[src/lbs_pkg.sv]
`timescale 1ns / 1ps

package lbs_pkg;

  // Coordinate width, signed with ten fraction bits at the default width.
  localparam int COORD_WIDTH = 20;

  // Bone matrices: two bones with three packed rows each.
  localparam int NUM_ROWS   = 6;
  localparam int ROWS_PER_BONE = 3;
  localparam int ROW_BITS   = 64;
  localparam int COEF_BITS  = 16;
  localparam int COEF_FRAC  = 10;
  localparam int NUM_AXES   = 3;
  localparam int TRANS_SLOT = 3;
  localparam int WEIGHT_BITS = 9;

  // Configuration address map: one 64-bit register every eight bytes.
  localparam int REG_IDX_W = $clog2(NUM_ROWS);
  localparam int ADDR_W    = REG_IDX_W + 3;

  // Datapath widths through the pipeline.
  localparam int PROD_W = COORD_WIDTH + COEF_BITS;
  localparam int ROW_W  = COORD_WIDTH + COEF_BITS + 2;
  localparam int WROW_W = ROW_W + WEIGHT_BITS + 1;
  localparam int ACC_W  = WROW_W + 1;

  // Final rounding: 28 fraction bits down to 10, round half up.
  localparam int ROUND_SHIFT = 18;

  typedef enum logic [REG_IDX_W-1:0] {
    REG_BONE0_ROW_X,
    REG_BONE0_ROW_Y,
    REG_BONE0_ROW_Z,
    REG_BONE1_ROW_X,
    REG_BONE1_ROW_Y,
    REG_BONE1_ROW_Z
  } lbs_reg_e;

  typedef logic [NUM_ROWS-1:0][ROW_BITS-1:0] row_arr_t;

  // Identity rows with no translation.
  localparam logic [ROW_BITS-1:0] ROW_X_RESET = ROW_BITS'(1024);
  localparam logic [ROW_BITS-1:0] ROW_Y_RESET = ROW_BITS'(1024) << 16;
  localparam logic [ROW_BITS-1:0] ROW_Z_RESET = ROW_BITS'(1024) << 32;
  localparam row_arr_t ROW_RESET = {ROW_Z_RESET, ROW_Y_RESET, ROW_X_RESET,
                                    ROW_Z_RESET, ROW_Y_RESET, ROW_X_RESET};

  typedef struct packed {
    logic signed [COORD_WIDTH-1:0] pos_x;
    logic signed [COORD_WIDTH-1:0] pos_y;
    logic signed [COORD_WIDTH-1:0] pos_z;
    logic [WEIGHT_BITS-1:0]        weight_a;
    logic [WEIGHT_BITS-1:0]        weight_b;
    logic                          last_in;
  } lbs_in_t;

  typedef struct packed {
    logic signed [COORD_WIDTH-1:0] skinned_x;
    logic signed [COORD_WIDTH-1:0] skinned_y;
    logic signed [COORD_WIDTH-1:0] skinned_z;
    logic                          last_out;
  } lbs_out_t;

  // Side data that travels with each vertex alongside the row sums.
  typedef struct packed {
    logic [WEIGHT_BITS-1:0] weight_a;
    logic [WEIGHT_BITS-1:0] weight_b;
    logic                   last;
  } lbs_side_t;

  // Handshake between two pipeline sections.
  typedef struct packed {
    logic valid;
  } lbs_hs_t;

endpackage

[src/lbs_cfg_regs.sv]
`timescale 1ns / 1ps

module lbs_cfg_regs (
  input  logic                          clk_i,
  input  logic                          rst_ni,
  input  logic                          psel,
  input  logic                          penable,
  input  logic                          pwrite,
  input  logic [lbs_pkg::ADDR_W-1:0]    paddr,
  input  logic [lbs_pkg::ROW_BITS-1:0]  pwdata,
  output logic [lbs_pkg::ROW_BITS-1:0]  prdata,
  output logic                          pready,
  output lbs_pkg::row_arr_t             rows_o
);

  lbs_pkg::row_arr_t                  rows_q;
  logic [lbs_pkg::REG_IDX_W-1:0]      reg_idx;
  logic                               wr_en;

  assign reg_idx = paddr[lbs_pkg::ADDR_W-1:3];
  assign wr_en   = psel && penable && pwrite;
  assign pready  = 1'b1;
  assign rows_o  = rows_q;

  // Register file; writes to addresses beyond the last row are dropped.
  always_ff @(posedge clk_i or negedge rst_ni) begin
    if (!rst_ni) begin
      rows_q <= lbs_pkg::ROW_RESET;
    end else if (wr_en) begin
      case (lbs_pkg::lbs_reg_e'(reg_idx))
        lbs_pkg::REG_BONE0_ROW_X: rows_q[lbs_pkg::REG_BONE0_ROW_X] <= pwdata;
        lbs_pkg::REG_BONE0_ROW_Y: rows_q[lbs_pkg::REG_BONE0_ROW_Y] <= pwdata;
        lbs_pkg::REG_BONE0_ROW_Z: rows_q[lbs_pkg::REG_BONE0_ROW_Z] <= pwdata;
        lbs_pkg::REG_BONE1_ROW_X: rows_q[lbs_pkg::REG_BONE1_ROW_X] <= pwdata;
        lbs_pkg::REG_BONE1_ROW_Y: rows_q[lbs_pkg::REG_BONE1_ROW_Y] <= pwdata;
        lbs_pkg::REG_BONE1_ROW_Z: rows_q[lbs_pkg::REG_BONE1_ROW_Z] <= pwdata;
        default: ;
      endcase
    end
  end

  // Read back; unmapped addresses read as zero.
  always_comb begin
    case (lbs_pkg::lbs_reg_e'(reg_idx))
      lbs_pkg::REG_BONE0_ROW_X: prdata = rows_q[lbs_pkg::REG_BONE0_ROW_X];
      lbs_pkg::REG_BONE0_ROW_Y: prdata = rows_q[lbs_pkg::REG_BONE0_ROW_Y];
      lbs_pkg::REG_BONE0_ROW_Z: prdata = rows_q[lbs_pkg::REG_BONE0_ROW_Z];
      lbs_pkg::REG_BONE1_ROW_X: prdata = rows_q[lbs_pkg::REG_BONE1_ROW_X];
      lbs_pkg::REG_BONE1_ROW_Y: prdata = rows_q[lbs_pkg::REG_BONE1_ROW_Y];
      lbs_pkg::REG_BONE1_ROW_Z: prdata = rows_q[lbs_pkg::REG_BONE1_ROW_Z];
      default:                  prdata = '0;
    endcase
  end

  // A write to a mapped row lands in that row.
  a_write_lands: assert property (@(posedge clk_i) disable iff (!rst_ni)
    (wr_en && (reg_idx < lbs_pkg::REG_IDX_W'(lbs_pkg::NUM_ROWS)))
      |=> (rows_q[$past(reg_idx)] == $past(pwdata)))
    else $error("configuration write did not reach its row");

  // A write beyond the last row changes nothing.
  a_unmapped_ignored: assert property (@(posedge clk_i) disable iff (!rst_ni)
    (wr_en && (reg_idx >= lbs_pkg::REG_IDX_W'(lbs_pkg::NUM_ROWS))) |=> $stable(rows_q))
    else $error("unmapped write altered the bone rows");

endmodule

[config.mk]
export PLATFORM = sky130hd
export DESIGN_NAME = lbs_cfg_regs
export DESIGN_NICKNAME = d
export VERILOG_FILES = /design/src/lbs_pkg.sv /design/src/lbs_cfg_regs.sv
export SDC_FILE = /design/constraint.sdc
export NUM_CORES = 1
export LEC_CHECK = 0
export BUFFER_PORTS_ARGS = -buffer_cell sky130_fd_sc_hd__buf_4
export CAP_MARGIN = 0
export CORE_MARGIN = 2
export CORE_UTILIZATION = 29
export CTS_CLUSTER_DIAMETER = 120
export DETAILED_ROUTE_END_ITERATION = 12
export HOLD_SLACK_MARGIN = 0.12
export SLEW_MARGIN = 20
export SYNTH_ARGS = -nofsm -noshare
export SYNTH_HDL_FRONTEND = slang
export SYNTH_SLANG_ARGS = --single-unit
[constraint.sdc]
create_clock -name clk_i -period 4.1 [get_ports clk_i]
set_clock_uncertainty 0.05 [all_clocks]
set_input_delay 1.23 -clock clk_i [delete_from_list [all_inputs] [get_ports clk_i]]
set_output_delay 1.23 -clock clk_i [all_outputs]
set_load 0.01 [all_outputs]
==> metrics.txt <==
status=complete, no violations; Post-CTS Setup Inserts=0; vias in the first global route=between 10k and 15k; Area Growth Syn to Fin=39.83%; Final WS setup=between 0.1 and 0.15 ns; die area=between 60000 and 70000 µm²; Fin Setup TNS=0 ns; sequential share of the synthesized area=0.5534; DRT iter0 DRCs=approximately 580; # placed instances=roughly 2.5k; Longest Clk Path Bufs=3; power share of the clock group=0.325; initial antenna violation count=1; final hold vios=0; I/O Pins=524; #FFs+latches synth=384; Pwr Density=529.6 nW/µm²; ys async rst share=1.000; Nets=1842; post-synthesis cell area=roughly 17000 µm²; Crit Path Max Fanout=35; CTS root buf=clkbuf_16; vias per std cell=roughly 5.0; hold_buf cts=0; Tot GR Track Use=0.1957; Slew Viols, Final=0; crit-path max cell delay=0.35 ns; routing usage on met2=0.3337; final period utilization=0.9683; Synth Net Count=1294; core area=between 50000 and 60000 µm²; Place WS=~0.11 ns; Max Cap Violations=0; R2R Path End=rows_o[363]; Die X=between 200 and 250 µm; Mapped Cells=1219; Worst-path clk slew=approximately 0.060 ns; post-cts resize count=0; Fillers=between 5k and 6k; GR Overflow Total=0; Tmin final=roughly 4.0 ns; Post-Layout Inst Area=24300 µm²; ANT nets after route=0; unrepaired setup endpoints after global routing=false; H-Tree Level Count=2; worst flop-to-flop path startpoint=rows_o[363]; worst hold path startpoint=rows_o[215]; Post-Route WL=61880 µm; Detail Placement HPWL=a little over 40000 µm; Switching Fraction=0.2950; Worst Hold Depth=1; Initial Utilization=0.2939; wire per inst=24.01 µm; setup slack, reg-to-reg=3.21 ns; DRT Pass-1 Iters=4; P_int=~0.009 W; Rel. slew slack=0.4867; CP Data Required Time=between 2 and 3 ns; total CTS buffers=45; critical path's top delay family=buffers and inverters; Synth cell types=28; Flop pwr share=0.404; Comb power frac=0.271; met3 usage=0.04629; CP Launch Type=input pin; max reg flops=about 380; Die H=248.8 µm; CTS tree=done; largest net degree at the start of global routing=84; Worst Max-Slew Pin Slew=0.7681 ns; dpl cell area=roughly 23000 µm²; DR DRC count=0; grt peak-use layer=met2; ys flop type=dfrtp_1; synthesis warning total=0; setup violators final=0; VDD IR max=between 0.0003 and 0.0004 V; slowest CP cell=buf_8; Routability Congestion=between 0.8 and 0.9; Min-Delay Path Class=reg -> reg; clock latency on the worst-skew pair=0.55 ns; post-layout util=0.4109; WS Path Type=in -> out; CTS Sinks=about 380; EDFF count, synth=0; crit path cell chain=buf_8, buf_12, mux2_2, a22oi_1, o22ai_1, buf_4; Buf/Inv on CP=3; Endpoint, Worst Hold=rows_o[215]; Psw=between 0.003 and 0.004 W; Vias=about 13k; port bufs=slightly above 500; Critical Path AT=2.69 ns; fraction of layout cells with a size suffix above 1=0.6129; max frequency=about 0.25 GHz; global-route wire length before repair=approximately 92000 µm; endpoint class of the critical path=output pin; site row count=slightly below 90; worst r2r path cells=1; P_leak=11.65 nW; grt met1 use=0.2457; Mapped Avg Cell Area=roughly 14 µm²; Post-Layout Cell Count=roughly 2.6k
## routing by layer
metal | vias up | wire, µm
met1 | 6649 | 25790
met4 | 0 | 1670
li1 | 5615 | -
met5 | - | 0
met3 | 97 | 4169
met2 | 447 | 30250
## cell usage in the layout, fill, tap and decap left out, types with 2 or more instances in the layout
| cell | instances |
|---|---|
| a21oi_1 | 14 |
| a221o_1 | 12 |
| a22oi_1 | 14 |
| buf_12 | 27 |
| buf_4 | 561 |
| buf_8 | 2 |
| bufinv_16 | 5 |
| clkbuf_1 | 16 |
| clkbuf_16 | 47 |
| clkbuf_8 | 9 |
| clkinv_2 | 3 |
| dfrtp_1 | 378 |
| dfstp_2 | 6 |
| inv_6 | 2 |
| mux2_1 | 22 |
| mux2_2 | 428 |
| mux2i_1 | 100 |
| nand2_1 | 38 |
| nand3_1 | 12 |
| nor2_1 | 12 |
| nor2_4 | 5 |
| nor3_4 | 2 |
| nor3b_1 | 14 |
| o21ai_0 | 12 |
| o221ai_1 | 38 |
| o22ai_1 | 14 |
## area by class of cell
cell class                      instances  area, µm²  share of cell area
Timing Repair Buffer                  590       4782              0.1968
Clock buffer                           72       1360             0.05598
Clock inverter                         11      190.2            0.007827
Inverter                                1      3.754           0.0001545
Multi-Input combinational cell        745       7375              0.3035
Tap cell                              773      967.2             0.03981
Sequential cell                       384       9617              0.3958
Antenna cell                            1      2.502           0.0001030
## worst max-delay path by stage
| stage | from | endpoint | slack [ns] | cells after the start |
|---|---|---|---|---|
| final | paddr[3] | prdata[19] | 0.13 | 6 |
| after global routing | paddr[3] | prdata[19] | 0.04 | 6 |
| after CTS | paddr[3] | prdata[51] | 0.11 | 6 |
| after detailed placement | paddr[3] | prdata[51] | 0.11 | 6 |
| after global placement | paddr[3] | prdata[51] | 0.13 | 6 |
| after floorplan | paddr[3] | prdata[45] | 0.30 | 6 |
## synth_stat cells, types with 2 or more instances
cell type	n	area (µm²)
a22oi_1	14	105.1
mux2i_1	100	1001
nand2b_1	2	12.51
nor2_1	14	52.55
mux2_1	22	247.7
clkbuf_1	19	71.32
a21oi_1	14	70.07
buf_2	57	285.3
nand3_1	12	60.06
nor2_4	4	45.04
buf_1	12	45.04
o21ai_0	12	60.06
a221o_1	12	120.1
nor3_4	2	32.53
nor3b_1	14	105.1
dfstp_2	6	157.7
o221ai_1	38	332.8
o22ai_1	14	87.58
nand2_1	38	142.6
mux2_2	428	4820
dfrtp_1	378	9459
## logic make-up after synthesis
family / after synthesis / synth area share
other cells: 1 / 0.0002158
simple gates: 90 / 0.02873
flops: 384 / 0.5534
mux: 550 / 0.3492
compound gates: 104 / 0.04464
buf+inv: 90 / 0.02376
## through the flow
stage	total power, W	hold slack (ns)
floorplan	0.006637	0.4937
global placement	0.008705	0.4469
detailed placement	0.008771	0.4584
CTS	0.01302	0.4712
global route	0.01347	0.4918
finish	0.01287	0.4709
## power by group through the flow
stage,logic [W],registers (W),clock network [W]
after floorplan,0.00120,0.00543,0
after global routing,0.00371,0.00530,0.00446
after CTS,0.00353,0.00520,0.00430
final,0.00349,0.00519,0.00419
after global placement,0.00349,0.00522,0
after detailed placement,0.00352,0.00525,0
No activity file was read; power rests on OpenSTA's default activity.
